--- config.mk ---
export PLATFORM = sky130hd
export DESIGN_NAME = ctwa_fifo
export DESIGN_NICKNAME = d
export VERILOG_FILES = /design/src/hdl/ctwa_fifo.sv
export SDC_FILE = /design/constraint.sdc
export NUM_CORES = 1
export LEC_CHECK = 0
export ABC_AREA = 1
export BUFFER_PORTS_ARGS = -buffer_cell sky130_fd_sc_hd__buf_2
export CORE_MARGIN = 1
export CORE_UTILIZATION = 49
export DETAILED_ROUTE_END_ITERATION = 16
export HOLD_SLACK_MARGIN = 0.15
export MAX_ROUTING_LAYER = met4
export PLACE_DENSITY = 0.75
export SKIP_CTS_REPAIR_TIMING = 1
export SYNTH_ARGS = -nofsm -noshare
export SYNTH_HDL_FRONTEND = slang
export SYNTH_SLANG_ARGS = --single-unit
--- constraint.sdc ---
create_clock -name i_clk -period 1.7 [get_ports i_clk]
set_input_delay 0.34 -clock i_clk [delete_from_list [all_inputs] [get_ports i_clk]]
set_output_delay 0.34 -clock i_clk [all_outputs]
set_load 0.1 [all_outputs]
--- src/hdl/ctwa_fifo.sv ---
// Small register-based first-in first-out queue.
module ctwa_fifo #(
    parameter int WIDTH = 8,
    parameter int DEPTH = 2
) (
    input  logic             i_clk,
    input  logic             i_rst_n,
    input  logic             i_push,
    input  logic [WIDTH-1:0] i_data,
    output logic             o_full,
    input  logic             i_pop,
    output logic [WIDTH-1:0] o_data,
    output logic             o_empty
);

    localparam int AW = (DEPTH > 1) ? $clog2(DEPTH) : 1;
    localparam int CW = $clog2(DEPTH + 1);

    logic [WIDTH-1:0] r_mem [DEPTH];
    logic [AW-1:0]    r_wp;
    logic [AW-1:0]    r_rp;
    logic [CW-1:0]    r_cnt;
    logic             push_ok;
    logic             pop_ok;

    assign o_full  = (r_cnt == CW'(DEPTH));
    assign o_empty = (r_cnt == '0);
    assign push_ok = i_push && !o_full;
    assign pop_ok  = i_pop && !o_empty;
    assign o_data  = r_mem[r_rp];

    always_ff @(posedge i_clk) begin
        if (push_ok) begin
            r_mem[r_wp] <= i_data;
        end
    end

    always_ff @(posedge i_clk) begin
        if (!i_rst_n) begin
            r_wp  <= '0;
            r_rp  <= '0;
            r_cnt <= '0;
        end else begin
            if (push_ok) begin
                r_wp <= (r_wp == AW'(DEPTH - 1)) ? '0 : r_wp + AW'(1);
            end
            if (pop_ok) begin
                r_rp <= (r_rp == AW'(DEPTH - 1)) ? '0 : r_rp + AW'(1);
            end
            if (push_ok && !pop_ok) begin
                r_cnt <= r_cnt + CW'(1);
            end else if (pop_ok && !push_ok) begin
                r_cnt <= r_cnt - CW'(1);
            end
        end
    end

endmodule

==> summary.md, run 1 <==
| Metric | Value |
|---|---|
| Critical path launch point type | `register` |
| Slew HR | `0.6788` |
| Fmax | `slightly above 600 MHz` |
| Sequential-to-total area share from yosys stat | `0.7052` |
| Min Tclk post-route | `between 1.5 and 2 ns` |
| Die ar. | `1848 um2` |
| Drt total wl | `around 1200 um` |
| Max cap viols | `0` |
| Worst slew pin tran | `about 0.49 ns` |
| CTS Buffer Depth | `2` |
| Post-Layout Cell Count | `about 110` |
| Mapped Cells | `63` |
| Detailed Routing Iterations Pass 1 | `4` |
| Routed Antenna Nets | `0` |
| TritonCTS Buffers | `3` |
| Root buffer cell | `clkbuf_4` |
| Final WS setup | `0.06719 ns` |
| Mean post-synth cell area | `between 10 and 15 um2` |
| Setup violators final | `0` |
| Core Box Area | `about 1500 um2` |
| Starting DRC count in detailed routing | `14` |
| Global Route Usage Sum | `0.1577` |
| CTS tree | `yes` |
| Remaining global-route overflow | `0` |
| Starting Density | `0.5341` |
| Routability cong. | `0.7033` |
| Sink Count | `21` |
| Syn nets | `between 70 and 80` |
| Largest net degree at the start of global routing | `13` |
| Status | `finished clean` |
| H-tree depth | `1` |
| WHS | `0.2228 ns` |
| Nets | `slightly above 100` |
| Worst setup EP type | `output port` |
| Clock transition at path regs | `approximately 0.11 ns` |
| Vias per cell | `4.933` |
| Netlist cell types | `15` |
| Via count | `just over 500` |
| YS warnings | `0` |
| # IOs | `22` |
| DIE WIDTH | `about 43 um` |
| Dpl cells | `between 100 and 150` |
| Area delta synth->final | `24.16%` |
| R2r setup slk | `approximately 0.22 ns` |
| Num rows | `14` |
| Clk_skew | `about 0.0079 ns` |
| Initial antenna violation count | `0` |
| Final Hold Viols | `0` |
| Setup CP Type | `reg2out` |
| I/O Buffers | `21` |
| Fin. max-slew vios | `0` |
| Wirelength per Cell | `roughly 11 um` |
| Share of layout cells above drive strength 1 | `0.4607` |
| Leading cell type in the layout, fill and taps excluded | `edfxtp_1` |
| Setup WS pre-CTS | `0.1627 ns` |
| Max FO, Critical Path | `8` |
| Vias in the first global route | `approximately 470` |
| Drt drc | `0` |
| Global-route wire length before repair | `slightly below 2000 um` |
| Die span in y | `42.99 um` |
| R2r worst-path depth | `9` |
| R2r endpoint | `r_cnt[1]` |
| Worst EP arrival | `around 1.3 ns` |
| Ant. Diodes | `0` |
| Mapped Area | `roughly 820 um2` |
| RSZ-0062 raised after global routing | `false` |
| Most frequent cells in the layout | `edfxtp_1, buf_2, buf_4` |
| Ratio of final minimum period to clock period | `0.9605` |
| HPWL after DPL | `approximately 910 um` |
| Register bit total from synthesis | `21` |
| Hold crit path type | `in2reg` |
| Worst R2R Start | `r_cnt[1]` |
| Req. time, crit path | `about 1.4 ns` |
| CP endpoint | `o_data[4]` |
| Clk Latency, worst-skew pair | `0.30 ns` |
[logic make-up after synthesis]
group / share of synthesized area
compound gates: 0.02887
fa+ha+maj: 0.01520
buf+inv: 0.04710
flops: 0.7052
mux: 0.1094
simple gates: 0.09423
[worst max-delay path, stage by stage (launching register included)]
cell     delay, ns
dfxtp_4       0.42
mux2_2        0.35
buf_4         0.23
[flip-flops by register name, indices dropped and copies added, names as in the netlist, named ones only]
| register | cells |
|---|---|
| r_cnt | 2 |
| r_mem | 16 |
| r_rp | 1 |
| r_wp | 1 |
[worst min path at each step]
stage,startpoint,end,slack [ns],depth (start not counted)
finish,i_data[3],r_mem[1][3],0.22,1
global route,i_data[5],r_mem[0][5],0.21,1
CTS,i_data[3],r_mem[1][3],0.22,1
detailed placement,r_wp,r_wp,0.50,2
global placement,r_wp,r_wp,0.48,2
floorplan,i_data[0],r_mem[0][0],0.44,0
[layer usage]
metal | GRT usage | vias up | wire, um
met1 | 0.1695 | 231 | 509
met3 | 0.03830 | 4 | 52
met4 | 0.09091 | 0 | 36
met5 | - | - | 0
li1 | - | 267 | -
met2 | 0.2636 | 16 | 607
[cell usage after synthesis]
cell type / number / area, um2
a21oi_1: 1 / 5.000
nand4_1: 1 / 6.260
edfxtp_1: 16 / 480.5
inv_1: 8 / 30.03
dfxtp_1: 5 / 100.1
mux2_2: 8 / 90.09
inv_2: 1 / 3.750
nand2_1: 6 / 22.52
o21ai_2: 1 / 8.760
o21ai_0: 2 / 10.01
nand3_1: 1 / 5.000
buf_2: 1 / 5.000
nor2_2: 1 / 6.260
nor2_1: 10 / 37.54
ha_1: 1 / 12.51
[final cells by class]
class / count / area [um2]
clock buffer: 3 / 22.52
clock inverter: 1 / 5.005
fill: 130 / 519.2
inverter: 9 / 33.78
multi-input combinational: 32 / 214.0
sequential: 21 / 584.3
tap: 16 / 20.02
timing repair buffer: 23 / 142.6
[through the flow]
step / cell area (um2) / TNS, ns / util
detailed placement: 968.4 / 0 / 0.6282
floorplan: 833.3 / 0 / -
global placement: 968.4 / 0 / 0.6282
CTS: 996.0 / -1.370 / 0.6461
finish: 1022 / 0 / 0.6631
global route: 1022 / 0 / 0.6631
Power of run 1 is left out: the tool's default activity adds up to more than one toggle a clock period on the data nets, which glitch-free logic cannot reach.
==> run 2: changes to the inputs <==
- CELL_PAD_IN_SITES_DETAIL_PLACEMENT: default -> 1
- CELL_PAD_IN_SITES_GLOBAL_PLACEMENT: default -> 1
- CORE_UTILIZATION: 49 -> 39
- PLACE_DENSITY: 0.75 -> default
- PLACE_DENSITY_LB_ADDON: default -> 0.1
==> summary.md, run 2 (synthesis results as in run 1) <==
| Metric | Value |
|---|---|
| Status | `finished clean` |
| Routed Antenna Nets | `0` |
| Max FFs per register | `16` |
| HPWL after DPL | `1018 um` |
| Drt drc | `0` |
| Root buffer cell | `clkbuf_4` |
| Max cap viols | `0` |
| Slowest cell delay on critical path | `around 0.42 ns` |
| Max FO, Critical Path | `8` |
| Clk Latency, worst-skew pair | `about 0.29 ns` |
| Clk_skew | `between 0.001 and 0.0015 ns` |
| Critical path launch point type | `register` |
| Routability cong. | `just under 0.8` |
| Die ar. | `2299 um2` |
| Ratio of final minimum period to clock period | `0.9661` |
| Area delta synth->final | `25.68%` |
| Min Tclk post-route | `1.642 ns` |
| Fin. max-slew vios | `0` |
| Sink Count | `21` |
| Vias per cell | `roughly 4.8` |
| CTS tree | `yes` |
| Worst Hold Depth | `1` |
| Fmax | `between 600 and 700 MHz` |
| Vias in the first global route | `487` |
| Global-route wire length before repair | `approximately 1900 um` |
| R2r setup slk | `0.20 ns` |
| Starting Density | `0.4154` |
| Worst setup EP type | `output port` |
| Initial antenna violation count | `0` |
| Area occupied by multi-input gates | `around 210 um2` |
| Via count | `~550` |
| RSZ-0062 raised after global routing | `false` |
| Worst slew pin tran | `between 0.4 and 0.5 ns` |
| TritonCTS Buffers | `3` |
| Core Box Area | `between 1500 and 2000 um2` |
| Setup CP Type | `reg2out` |
| # fillers | `about 220` |
| Hold crit path type | `in2reg` |
| Slew HR | `0.6804` |
| Worst R2R Start | `r_cnt[1]` |
| Ant. Diodes | `0` |
| I/O Buffers | `21` |
| Clock transition at path regs | `approximately 0.11 ns` |
| Final Hold Viols | `0` |
| Most frequent cells in the layout | `edfxtp_1, buf_2, buf_4` |
| Share of layout cells above drive strength 1 | `0.4494` |
| DIE WIDTH | `47.95 um` |
| Crit-path cells | `mux2_2 -> buf_4` |
| Starting DRC count in detailed routing | `3` |
| CTS Buffer Depth | `2` |
| Worst EP arrival | `1.30 ns` |
| Largest regs | `r_mem (16), r_cnt (2)` |
| Critical path's slowest cell | `dfxtp_4` |
| Setup violators final | `0` |
| R2r worst-path depth | `9` |
| Largest Register | `r_mem` |
| Die span in y | `approximately 48 um` |
| Nets | `just over 100` |
| Remaining global-route overflow | `0` |
| # IOs | `22` |
| Largest net degree at the start of global routing | `12` |
| Req. time, crit path | `around 1.4 ns` |
| Global Route Usage Sum | `0.1327` |
| Leading cell type in the layout, fill and taps excluded | `edfxtp_1` |
| Num rows | `16` |
| H-tree depth | `1` |
| Drt total wl | `around 1400 um` |
| Wirelength per Cell | `roughly 12 um` |
| Detailed Routing Iterations Pass 1 | `2` |
| Register area | `between 500 and 600 um2` |
| Hold Startpoint | `i_data[1]` |
| Final TNS setup | `0 ns` |
==> run 2: stage by stage <==
| step | std cells | setup slack [ns] | cell area (um2) | hold slack (ns) | util |
|---|---|---|---|---|---|
| after floorplan | 63 | 0.07903 | 833.3 | 0.4389 | - |
| after global placement | 112 | 0.1561 | 982.2 | 0.4815 | 0.4956 |
| after detailed placement | 112 | 0.1697 | 982.2 | 0.5135 | 0.4956 |
| after CTS | 116 | -0.1893 | 1008 | 0.2164 | 0.5088 |
| after global routing | 116 | 0.001722 | 1035 | 0.2137 | 0.5221 |
| final | 116 | 0.05757 | 1035 | 0.2295 | 0.5221 |
==> run 2: metal layers <==
metal  GRT usage  up-vias  wire [um]
met5           -        -          0
met4     0.06667        0         10
met3     0.03396        2         67
met2      0.2270       12        797
met1      0.1401      270        572
li1            -      267          -
==> run 2: area by class of cell <==
class	count	share of cell area
inverter	9	0.03265
sequential	21	0.5647
multi-input combinational	32	0.2068
clock buffer	4	0.02539
tap	27	0.03265
timing repair buffer	23	0.1378
==> run 2: critical path, delay by kind of cell, from the launching register on <==
kind | cells | cell delay (ns)
muxes | 1 | 0.35
DFF | 1 | 0.42
buffers and inverters | 1 | 0.23
==> run 2: path summary, 6_finish.rpt <==
| check | end |
|---|---|
| worst min register to register | r_wp |
| worst max-delay path | o_data[7] |
| worst min-delay path | r_mem[0][1] |
| worst max register to register | r_cnt[1] |
Power of run 2 is left out for the same reason.
==> run 3: changes to the inputs <==
- REMOVE_ABC_BUFFERS: default -> 1
==> summary.md, run 3 (synthesis results as in run 1) <==
| Metric | Value |
|---|---|
| Critical path launch point type | `register` |
| Clk Latency, worst-skew pair | `~0.31 ns` |
| Leading cell type in the layout, fill and taps excluded | `edfxtp_1` |
| Max VDD drop | `~0.0014 V` |
| Worst EP arrival | `1.29 ns` |
| Most frequent cells in the layout | `edfxtp_1, buf_2, nor2_1` |
| # fillers | `about 210` |
| Die span in y | `approximately 48 um` |
| Worst setup EP type | `output port` |
| CTS tree | `yes` |
| Fmax | `612.4 MHz` |
| Remaining global-route overflow | `0` |
| Setup WS pre-CTS | `approximately 0.23 ns` |
| TritonCTS Buffers | `3` |
| DIE WIDTH | `47.95 um` |
| Ant. Diodes | `0` |
| GR met2 Demand/Resource | `0.2378` |
| Final Hold Viols | `0` |
| Max cap viols | `0` |
| Worst R2R Start | `r_cnt[0]` |
| Vias per cell | `between 4 and 5` |
| Pwr Density | `approximately 1900 nW/um2` |
| Leakage | `between 0.4 and 0.5 nW` |
| Routed Antenna Nets | `0` |
| Final WS setup | `approximately 0.067 ns` |
| Ratio of final minimum period to clock period | `0.9605` |
| Levels on crit path | `2` |
| Worst Hold Depth | `1` |
| Status | `finished clean` |
| Slowest cell delay on critical path | `around 0.43 ns` |
| Core Box Area | `a little under 2000 um2` |
| H-tree depth | `1` |
| RSZ-0062 raised after global routing | `false` |
| Area delta synth->final | `38.45%` |
| Detailed Routing Iterations Pass 1 | `4` |
| Req. time, crit path | `~1.4 ns` |
| Drt drc | `0` |
| Nets | `105` |
| Max FFs per register | `16` |
| Delay-heaviest family, CP | `flip-flops` |
| Clock transition at path regs | `0.11 ns` |
| Post-Layout Cell Count | `~120` |
| Clk_skew | `between 0.01 and 0.015 ns` |
| Largest net degree at the start of global routing | `12` |
| Final TNS setup | `0 ns` |
| Share of layout cells above drive strength 1 | `0.4396` |
| Global-route wire length before repair | `between 2000 and 2500 um` |
| CTS Buffer Depth | `2` |
| R2r endpoint | `r_cnt[1]` |
| Starting DRC count in detailed routing | `4` |
| Hold crit path type | `in2reg` |
| Routing usage on met3 | `0.02264` |
| Initial antenna violation count | `0` |
| Drt total wl | `1370 um` |
| Routability cong. | `a little over 0.8` |
| Root buffer cell | `clkbuf_4` |
| Finished Core Util | `0.5751` |
| Wirelength per Cell | `11.61 um` |
| Setup CP Type | `reg2out` |
| Pwr Total | `about 2.2 mW` |
| Setup violators final | `0` |
| R2r worst-path depth | `9` |
| Global Route Usage Sum | `0.1474` |
| Num rows | `16` |
| Crit-path cells | `mux2_2 -> buf_12` |
| Die ar. | `between 2000 and 2500 um2` |
| Min Tclk post-route | `approximately 1.6 ns` |
| R2r setup slk | `approximately 0.26 ns` |
| Largest regs | `r_mem (16), r_cnt (2)` |
| Largest Register | `r_mem` |
| CP bufs+invs | `1` |
| HPWL after DPL | `1117 um` |
| Via count | `roughly 540` |
| Worst slew pin tran | `between 0.4 and 0.5 ns` |
| Slew HR | `0.6804` |
| Max FO, Critical Path | `8` |
| Starting Density | `0.4154` |
| Vias in the first global route | `just under 500` |
| Fin. max-slew vios | `0` |
| Grt met1 use | `0.1595` |
| Busiest layer in global routing | `met2` |
| Dpl cells | `approximately 110` |
| CP endpoint | `o_data[7]` |
| Sink Count | `21` |
| # IOs | `22` |
| Critical path's slowest cell | `dfxtp_4` |
| I/O Buffers | `21` |
[run 3: cell count changes in the layout (fill, tap and decap cells not counted), sizes merged]
cell  before  now
buf       22   24
[run 3: layout make-up]
cell class	count	area, um2	area share
clock buffers	4	26.28	0.02305
inverters	9	33.78	0.02964
multi-input cells	32	203.9	0.1789
flip-flops and latches	21	584.3	0.5126
well taps	27	33.78	0.02964
repair buffers	25	257.7	0.2261
[run 3: how the worst min path moves through the flow]
| stage | start | end |
|---|---|---|
| finish | i_data[3] | r_mem[1][3] |
| global placement | r_rp | r_rp |
| floorplan | i_data[0] | r_mem[0][0] |
| detailed placement | r_rp | register |
| global route | i_data[3] | r_mem[1][3] |
| CTS | i_data[3] | r_mem[1][3] |
[run 3: routing by layer]
metal / vias up / part of all wire
met5: - / 0
met4: 0 / 0.020
met3: 2 / 0.029
met2: 15 / 0.54
met1: 251 / 0.41
li1: 271 / -
[run 3: power by group]
part	total (mW)	internal, mW	switching [mW]
clock network	0.239	0.0917	0.148
registers	0.722	0.659	0.0636
logic	1.20	0.383	0.820
[run 3: through the flow]
step | area [um2] | hold slack (ns)
2_1_floorplan | 818.3 | 0.4389
3_3_place_gp | 1107 | 0.4792
4_1_cts | 1134 | 0.2006
3_5_place_dp | 1107 | 0.4984
6_report | 1140 | 0.2067
5_1_grt | 1140 | 0.1952
[run 3: worst register-to-register path, stage by stage (launching register included)]
cell and delay (ns):
dfxtp_1 0.46, nor2_1 0.10, nor2_2 0.12, inv_1 0.06, ha_1 0.32, inv_1 0.08
nand3_1 0.07, nand2_1 0.06, inv_1 0.04, nor2_1 0.08
Power figures use the tool's default switching activity.
