[src/hdl/ctwa_pkg.sv]
// Shared types and constants of the complex trailing-window average unit.
package ctwa_pkg;

    localparam int SAMPLE_W = 24;
    localparam int INDEX_W  = 10;
    localparam int WINDOW_W = 6;
    localparam int COUNT_W  = 6;
    localparam int PADDR_W  = 3;
    localparam int PDATA_W  = 32;

    // Register index, taken from paddr[2].
    localparam logic REG_FILTER_ENABLE = 1'b0;
    localparam logic REG_WINDOW_LENGTH = 1'b1;

    typedef struct packed {
        logic                filter_enable;
        logic [WINDOW_W-1:0] window_length;
    } t_cfg;

    // One classified request, as it travels from the front to the back.
    typedef struct packed {
        logic                       ch;
        logic [INDEX_W-1:0]         idx;
        logic signed [SAMPLE_W-1:0] re;
        logic signed [SAMPLE_W-1:0] im;
        logic                       filt;
        logic [WINDOW_W-1:0]        nb;
        logic                       wr_ok;
    } t_cmd;

    typedef struct packed {
        logic signed [SAMPLE_W-1:0] avg_re;
        logic signed [SAMPLE_W-1:0] avg_im;
        logic [COUNT_W-1:0]         points_used;
    } t_res;

endpackage

[src/hdl/ctwa_front.sv]
// Front end: accepts sweep points and classifies them into back-end requests.
module ctwa_front #(
    parameter int POINTS     = 1024,
    parameter int MAX_WINDOW = 32
) (
    input  logic                                 i_push,
    output logic                                 o_full,
    input  logic                                 i_channel,
    input  logic [ctwa_pkg::INDEX_W-1:0]         i_point_index,
    input  logic signed [ctwa_pkg::SAMPLE_W-1:0] i_sample_re,
    input  logic signed [ctwa_pkg::SAMPLE_W-1:0] i_sample_im,
    input  ctwa_pkg::t_cfg                       i_cfg,
    input  logic                                 i_clearing,
    input  logic                                 i_cmd_full,
    output logic                                 o_cmd_push,
    output ctwa_pkg::t_cmd                       o_cmd
);

    import ctwa_pkg::*;

    logic [WINDOW_W-1:0] win;
    logic [WINDOW_W-1:0] win_m1;

    // Nothing is taken while the store is being cleared.
    assign o_full     = i_cmd_full || i_clearing;
    assign o_cmd_push = i_push && !o_full;

    always_comb begin
        // A zero window means the current point alone; long windows saturate.
        if (i_cfg.window_length == '0) begin
            win = WINDOW_W'(1);
        end else if (32'(i_cfg.window_length) > MAX_WINDOW) begin
            win = WINDOW_W'(MAX_WINDOW);
        end else begin
            win = i_cfg.window_length;
        end
        win_m1 = win - WINDOW_W'(1);

        o_cmd.ch   = i_channel;
        o_cmd.idx  = i_point_index;
        o_cmd.re   = i_sample_re;
        o_cmd.im   = i_sample_im;
        o_cmd.filt = i_cfg.filter_enable;
        // Neighbors below index zero do not exist near the start of the sweep.
        o_cmd.nb   = (INDEX_W'(win_m1) <= i_point_index) ? win_m1
                                                         : WINDOW_W'(i_point_index);
        o_cmd.wr_ok = (32'(i_point_index) < POINTS);
    end

endmodule

[config.mk]
export PLATFORM = sky130hd
export DESIGN_NAME = ctwa_front
export DESIGN_NICKNAME = d
export VERILOG_FILES = /design/src/hdl/ctwa_pkg.sv /design/src/hdl/ctwa_front.sv
export SDC_FILE = /design/constraint.sdc
export NUM_CORES = 1
export LEC_CHECK = 0
export BUFFER_PORTS_ARGS = -buffer_cell sky130_fd_sc_hd__buf_2
export CAP_MARGIN = 20
export CORE_MARGIN = 3
export CORE_UTILIZATION = 29
export DETAILED_ROUTE_END_ITERATION = 10
export MAX_ROUTING_LAYER = met4
export PLACE_DENSITY = 0.85
export SYNTH_ARGS = -nofsm -noshare
export SYNTH_HDL_FRONTEND = slang
export SYNTH_SLANG_ARGS = --single-unit
[constraint.sdc]
create_clock -name vclk -period 3.4
set_input_delay 0.17 -clock vclk [all_inputs]
set_output_delay 0.17 -clock vclk [all_outputs]
set_load 0.01 [all_outputs]
==> impl_results.md, run 1 <==
- Leading area contributor after synthesis: buf_4
- CTS Hold Bufs: 0
- Ratio of cells with drive above 1 in the final layout: 0.512
- Final total power: 0.0751 mW
- Sequential fraction of the synthesis area: 0
- Die ar.: 0.00347 mm²
- Final worst slack: 0.387 ns
- # port buffers: 37
- Fin nets: 162
- Core Region: 0.00257 mm²
- Routed length per placed instance: 12.9 µm
- Initial Util: 0.316
- CP endpoint: o_cmd[1]
- Multi-input gate area: 323 µm²
- Sequential cell count: 0
- GRT busiest layer: met2
- Crit. Startpoint: i_cfg[4]
- Fmax: 332 MHz
- M3 GR Usage: 0.0175
- Yosys cell types: 26
- Critical Path RT: 3.23 ns
- Data arrival, critical path: 2.84 ns
- Final Hold Vio Count: 0
- DRT Pass-1 Iters: 4
- Layout Area Growth over Synthesis: -29.0%
- Met2 Usage GRT: 0.140
- Critical path launch point type: input port
- Gpl congestion: 0.701
- Wirelength, routed: 1470 µm
- Drc violations: 0
- Vias in the first global route: 470
- Vias: 509
- Max rail drop VDD: 36.8 µV
- First-pass GRT wire length: 2080 µm
- GRT Overall Usage: 0.0772
- Initial antenna violation count: 0
- Post-synth top cells: 61 x buf_4, 8 x inv_1, 7 x ha_1
- Clock Buffer Count: 0
- Fillcell total: 304
- Initial drt markers: 5
- Met1 GRT Util: 0.0721
- # setup viols final: 0
- DP Wirelength: 1340 µm
- Vias per Instance: 4.46
- Hold WC Path Type: input port to primary output
- DIE HEIGHT: 58.9 µm
- CP max FO: 6
- Synthesized area: 811 µm²
- Pleak: 0.320 nW
- Post-DRT Antenna Nets: 0
- MaxCap Viol Count: 0
- YS warnings: 0
- Total grt overflow: 0
- Gate Count Post-Synth: 108
- FF/Latch Area: 0 µm²
- Top-area cell type share of the netlist area: 0.565
- Chip width: 58.9 µm
- Critical path class: input port to primary output
- Largest net degree at the start of global routing: 7
- Mapped Avg Cell Area: 7.51 µm²
- Min Tclk post-route: 3.01 ns
- Pins Over Slew Limit: 0
- Unrepaired setup endpoints after global routing: no
- Pwr dens: 131 mW/mm²
- Boundary pin count: 138
- FP Rows: 18
- Status: completed
- Largest cells by area after synthesis: buf_4 56%, ha_1 11%, mux2_2 5.6%
- Syn_nets: 184
- Post-CTS sizing: 0
- Most common cell in the synthesized netlist: buf_4
- Post-CTS setup buffer count: 0
- Ant. Diodes: 0
- Dpl ws: 0.333 ns
- Fin crit share: 0.886
- Fin Setup TNS: 0 ns
- Crit end category: primary output
[cell usage in the layout, fill, tap and decap left out]
cell type   n
or4_1       1
mux2i_1     1
ha_1        7
nor2_1      1
a41o_1      1
a21oi_4     1
nor2b_1     1
o211ai_1    1
a21o_1      1
a221oi_1    1
inv_1       8
nand2b_1    4
nor4_1      1
or3_1       1
nor3_1      1
o21ai_0     3
or2_2       1
nor3b_1     1
and3_1      1
a21oi_1     1
conb_1      2
o21bai_1    1
xnor2_1     1
buf_2      37
mux2_2      4
and2_1      1
[cells by family after synthesis]
| family | after synthesis | share of synthesized area |
|---|---|---|
| multiplexers | 5 | 0.0679 |
| buffers and inverters | 69 | 0.602 |
| AND/OR/NAND/NOR | 14 | 0.107 |
| other | 2 | 0.00926 |
| adder cells (fa/ha/maj) | 7 | 0.108 |
| AO/OA/AOI/OAI | 10 | 0.0957 |
| XOR/XNOR | 1 | 0.0108 |
[how the worst min path moves through the flow]
| stage | startpoint | end | slack [ns] | cells after the start |
|---|---|---|---|---|
| after CTS | i_sample_im[7] | o_cmd[15] | 0.34 | 0 |
| final | i_sample_im[21] | o_cmd[29] | 0.34 | 0 |
| after global placement | i_sample_im[7] | o_cmd[15] | 0.34 | 0 |
| after floorplan | i_push | o_cmd_push | 0.43 | 2 |
| after global routing | i_sample_im[21] | o_cmd[29] | 0.34 | 0 |
| after detailed placement | i_sample_im[7] | o_cmd[15] | 0.34 | 0 |
[power breakdown]
group / leakage, nW / total, mW / switching [mW] / internal [mW]
clock network: 0 / 0 / 0 / 0
logic: 0.320 / 0.0751 / 0.0385 / 0.0366
registers: 0 / 0 / 0 / 0
total: 0.320 / 0.0751 / 0.0385 / 0.0366
[per-layer routing]
metal,routed length (µm),part of all wire
met5,0,0
met4,89,0.061
met3,197,0.13
met2,735,0.50
met1,444,0.30
[worst max-delay path, cell delays in order]
cell	delay (ns)
buf_2	0.12
nor4_1	0.26
o21bai_1	0.13
ha_1	0.24
nor3b_1	0.14
o21ai_0	0.24
ha_1	0.29
and3_1	0.21
a221oi_1	0.42
a21oi_4	0.15
mux2_2	0.31
buf_2	0.15
[layout make-up]
type                       instances  share of cell area
multi-input combinational         39               0.561
inverter                           8              0.0522
timing repair buffer              37               0.322
tap                               30              0.0652
[per-stage QoR]
step                      hold slack (ns)  utilization  instance area (µm²)  instances
after floorplan                     0.427            -                  811        108
after global placement              0.340        0.224                  576        114
after detailed placement            0.340        0.224                  576        114
after CTS                           0.340        0.224                  576        114
after global routing                0.340        0.224                  576        114
final                               0.340        0.224                  576        114
(Power assumes the default switching activity.)
==> run 2: changes to the inputs <==
PLACE_DENSITY = 0.84   (was 0.85)
==> impl_results.md, run 2 (synthesized netlist as in run 1, its figures left out) <==
- Status: completed (unchanged)
- Chip width: 58.9 µm (unchanged)
- Clock Buffer Count: 0 (unchanged)
- DIE HEIGHT: 58.9 µm (unchanged)
- # setup viols final: 0 (unchanged)
- Pins Over Slew Limit: 0 (unchanged)
- Combinational power share: 1.000 (about the same)
- Data arrival, critical path: 2.80 ns (was 2.84 ns)
- Post-route cell area: 576 µm² (unchanged)
- FP Rows: 18 (unchanged)
- Crit end category: primary output (unchanged)
- Hold path start: i_sample_im[3] (was i_sample_im[21])
- Layout Area Growth over Synthesis: -29.0% (unchanged)
- Vias per Instance: 4.40 (was 4.46)
- CTS Hold Bufs: 0 (unchanged)
- Fin nets: 162 (unchanged)
- GRT Overall Usage: 0.0703 (was 0.0772)
- Fin Setup TNS: 0 ns (unchanged)
- Vias in the first global route: 438 (was 470)
- CP peak stage delay: 0.40 ns (was 0.42 ns)
- Total grt overflow: 0 (unchanged)
- Post-DRT Antenna Nets: 0 (unchanged)
- Ant. Diodes: 0 (unchanged)
- Fmax: 336 MHz (was 332 MHz)
- Critical path launch point type: input port (unchanged)
- DRT Pass-1 Iters: 2 (was 4)
- Initial Util: 0.316 (unchanged)
- Core Region: 0.00257 mm² (unchanged)
- Drc violations: 0 (unchanged)
- Sw Pwr: 0.0379 mW (was 0.0385 mW)
- Sequential cell count: 0 (unchanged)
- Hold WC Path Type: input port to primary output (unchanged)
- Post-CTS sizing: 0 (unchanged)
- Max rail drop VDD: 42.7 µV (was 36.8 µV)
- Switching portion of total power: 0.509 (was 0.512)
- Final Hold Vio Count: 0 (unchanged)
- Critical Path RT: 3.23 ns (about the same)
- Sequential share of power: 0 (about the same)
- Clock power frac: 0 (about the same)
- CP top delay family: compound AO/OA/AOI/OAI gates (unchanged)
- Worst path cell trace: buf_2 > nor4_1 > o21bai_1 > ha_1 > nor3b_1 > o21ai_0 > ha_1 > and3_1 > a221oi_1 > a21oi_4 > mux2_2 > buf_2 (unchanged)
- Unrepaired setup endpoints after global routing: no (unchanged)
- Most frequent cells in the layout: 37 x buf_2, 8 x inv_1, 7 x ha_1 (unchanged)
- Pleak: 0.320 nW (unchanged)
- Min Tclk post-route: 2.97 ns (was 3.01 ns)
- FF/Latch Area: 0 µm² (unchanged)
- Crit path buffers/inverters: 2 (unchanged)
- CP max FO: 6 (unchanged)
- Initial drt markers: 3 (was 5)
- Fin crit share: 0.875 (was 0.886)
- Gpl congestion: 0.719 (was 0.701)
- Initial antenna violation count: 0 (unchanged)
- Largest net degree at the start of global routing: 7 (unchanged)
- First-pass GRT wire length: 1890 µm (was 2080 µm)
- Slowest CP cell: a221oi_1 (unchanged)
- Commonest non-fill, non-tap cell in the layout: buf_2 (unchanged)
- Die ar.: 0.00347 mm² (unchanged)
- Routed length per placed instance: 12.6 µm (was 12.9 µm)
- Boundary pin count: 138 (unchanged)
- Internal power: 0.0365 mW (was 0.0366 mW)
- Crit. Startpoint: i_cfg[4] (unchanged)
- Post-CTS setup buffer count: 0 (unchanged)
- Worst Hold Slack: 0.340 ns (unchanged)
- Placed cell areas: 576 µm² (unchanged)
- MaxCap Viol Count: 0 (unchanged)
- Critical path class: input port to primary output (unchanged)
- Ratio of cells with drive above 1 in the final layout: 0.512 (unchanged)
- Wirelength, routed: 1440 µm (was 1470 µm)
- Vias: 502 (was 509)
- Pwr dens: 129 mW/mm² (was 131 mW/mm²)
- # port buffers: 37 (unchanged)
-- run 2: cell counts in the layout (fill, tap and decap cells not counted) --
No cell type changed its count.
-- run 2: per-layer routing --
metal  share of wire  wire (µm)  vias to the layer above  track usage
met5               0          0                        -            -
met4           0.053         76                        0       0.0453
met3            0.18        260                       14       0.0285
met2            0.49        710                       38        0.121
met1            0.27        389                      211       0.0629
li1                -          -                      239            -
-- run 2: layout make-up --
cell class         instances  area [µm²]
fillers                  303        1990
inverters                  8        30.0
multi-input cells         39         323
well taps                 30        37.5
repair buffers            37         185
-- run 2: power groups by stage --
stage,sequential (mW),clock (mW),combinational (mW)
final,0,0,0.0743
after global placement,0,0,0.0754
after floorplan,0,0,0.112
after detailed placement,0,0,0.0761
after CTS,0,0,0.0764
after global routing,0,0,0.0853
-- run 2: final timing paths --
kind               endpoint  slack (ns)  depth (start not counted)
hold / removal    o_cmd[11]        0.34                          0
setup / recovery   o_cmd[1]        0.43                         12
-- run 2: through the flow --
stage	total power, mW	util	setup WS (ns)	std cells
3_3_place_gp	0.0754	0.224	0.447	114
5_1_grt	0.0853	0.224	0.139	114
6_report	0.0743	0.224	0.425	114
3_5_place_dp	0.0761	0.224	0.384	114
4_1_cts	0.0764	0.224	0.379	114
2_1_floorplan	0.112	-	0.855	108
==> run 3: changes to the inputs <==
CORE_ASPECT_RATIO = 1.4   (was not set)
MAX_ROUTING_LAYER = not set   (was met4)
==> impl_results.md, run 3 (synthesized netlist as in run 1, its figures left out) <==
- GRT Overall Usage: 0.0910 (was 0.0703)
- Fin Setup TNS: 0 ns (unchanged)
- Gpl congestion: 0.690 (was 0.719)
- Fmax: 331 MHz (was 336 MHz)
- Internal power: 0.0366 mW (was 0.0365 mW)
- Routed length per placed instance: 14.5 µm (was 12.6 µm)
- Sequential cell count: 0 (unchanged)
- Final Hold Vio Count: 0 (unchanged)
- Hold path cells: 0 (unchanged)
- FF/Latch Area: 0 µm² (unchanged)
- Unrepaired setup endpoints after global routing: no (unchanged)
- Post-DRT Antenna Nets: 0 (unchanged)
- Initial drt markers: 3 (unchanged)
- Status: completed (unchanged)
- Total grt overflow: 0 (unchanged)
- Commonest non-fill, non-tap cell in the layout: buf_2 (unchanged)
- First-pass GRT wire length: 2430 µm (was 1890 µm)
- DRT Pass-1 Iters: 2 (unchanged)
- Post-CTS setup buffer count: 0 (unchanged)
- Ratio of cells with drive above 1 in the final layout: 0.512 (unchanged)
- Multi-input gate area: 323 µm² (unchanged)
- Critical path class: input port to primary output (unchanged)
- Sequential share of power: 0 (about the same)
- DIE HEIGHT: 68.6 µm (was 58.9 µm)
- Core Region: 0.00264 mm² (was 0.00257 mm²)
- Pins Over Slew Limit: 0 (unchanged)
- Pwr dens: 129 mW/mm² (about the same)
- Critical path launch point type: input port (unchanged)
- Vias in the first global route: 524 (was 438)
- Max rail drop VDD: 30.0 µV (was 42.7 µV)
- Clock power frac: 0 (about the same)
- MaxCap Viol Count: 0 (unchanged)
- Critical Path RT: 3.23 ns (about the same)
- # setup viols final: 0 (unchanged)
- Hold WC Path Type: input port to primary output (unchanged)
- Fin crit share: 0.889 (was 0.875)
- FP Rows: 22 (was 18)
- Combinational power share: 1.000 (about the same)
- Initial Util: 0.307 (was 0.316)
- Post-CTS sizing: 0 (unchanged)
- Fin nets: 162 (unchanged)
- Sw Pwr: 0.0389 mW (was 0.0379 mW)
- Most frequent cells in the layout: 37 x buf_2, 8 x inv_1, 7 x ha_1 (unchanged)
- Switching portion of total power: 0.515 (was 0.509)
- Ant. Diodes: 0 (unchanged)
- Wirelength, routed: 1740 µm (was 1440 µm)
- Pleak: 0.320 nW (unchanged)
- # port buffers: 37 (unchanged)
- Fillcell total: 316 (was 303)
- Boundary pin count: 138 (unchanged)
- Data arrival, critical path: 2.85 ns (was 2.80 ns)
- Drc violations: 0 (unchanged)
- Crit end category: primary output (unchanged)
- Vias per Instance: 4.50 (was 4.40)
- Die ar.: 0.00347 mm² (about the same)
- CTS Hold Bufs: 0 (unchanged)
- Final total power: 0.0755 mW (was 0.0743 mW)
- Min Tclk post-route: 3.02 ns (was 2.97 ns)
- Clock Buffer Count: 0 (unchanged)
- DP Wirelength: 1620 µm
- Chip width: 50.7 µm (was 58.9 µm)
- Vias: 540 (was 502)
- Initial antenna violation count: 0 (unchanged)
- Layout Area Growth over Synthesis: -28.1% (was -29.0%)
- CP max FO: 6 (unchanged)
- Largest net degree at the start of global routing: 7 (unchanged)
-- run 3: layout make-up --
class / instances / share of cell area
well taps: 36 / 0.0773
repair buffers: 37 / 0.318
inverters: 8 / 0.0515
multi-input cells: 39 / 0.554
-- run 3: final timing paths --
kind                  startpoint   endpoint  slack [ns]
hold / removal    i_sample_im[3]  o_cmd[11]        0.34
setup / recovery        i_cfg[4]   o_cmd[4]        0.38
-- run 3: power by group through the flow --
| stage | clock [mW] | combinational, mW | sequential, mW |
|---|---|---|---|
| 6_report | 0 | 0.0755 | 0 |
| 5_1_grt | 0 | 0.0863 | 0 |
| 3_3_place_gp | 0 | 0.0765 | 0 |
| 3_5_place_dp | 0 | 0.0776 | 0 |
| 4_1_cts | 0 | 0.0776 | 0 |
| 2_1_floorplan | 0 | 0.112 | 0 |
-- run 3: through the flow --
stage / std cells / cell area (µm²) / hold WS, ns / worst slack [ns] / utilization
finish: 120 / 583 / 0.340 / 0.379 / 0.221
global route: 120 / 583 / 0.340 / 0.122 / 0.221
CTS: 120 / 583 / 0.340 / 0.316 / 0.221
detailed placement: 120 / 583 / 0.340 / 0.321 / 0.221
global placement: 120 / 583 / 0.340 / 0.440 / 0.221
floorplan: 108 / 811 / 0.427 / 0.855 / -
-- run 3: worst max-delay path, stage by stage --
cell	delay (ns)
buf_2	0.12
nor4_1	0.26
o21bai_1	0.14
ha_1	0.25
nor3b_1	0.14
o21ai_0	0.26
ha_1	0.30
and3_1	0.21
a221oi_1	0.41
a21oi_4	0.15
mux2_2	0.30
buf_2	0.14
-- run 3: metal layers --
layer  part of all wire  global-route usage  wire length (µm)  vias to the layer above
li1                   -                   -                 -                      240
met1               0.22              0.0646               379                      228
met2               0.51               0.175               880                       42
met3               0.18              0.0409               319                       30
met4              0.091              0.0842               159                        0
met5                  0                   0                 0                        -
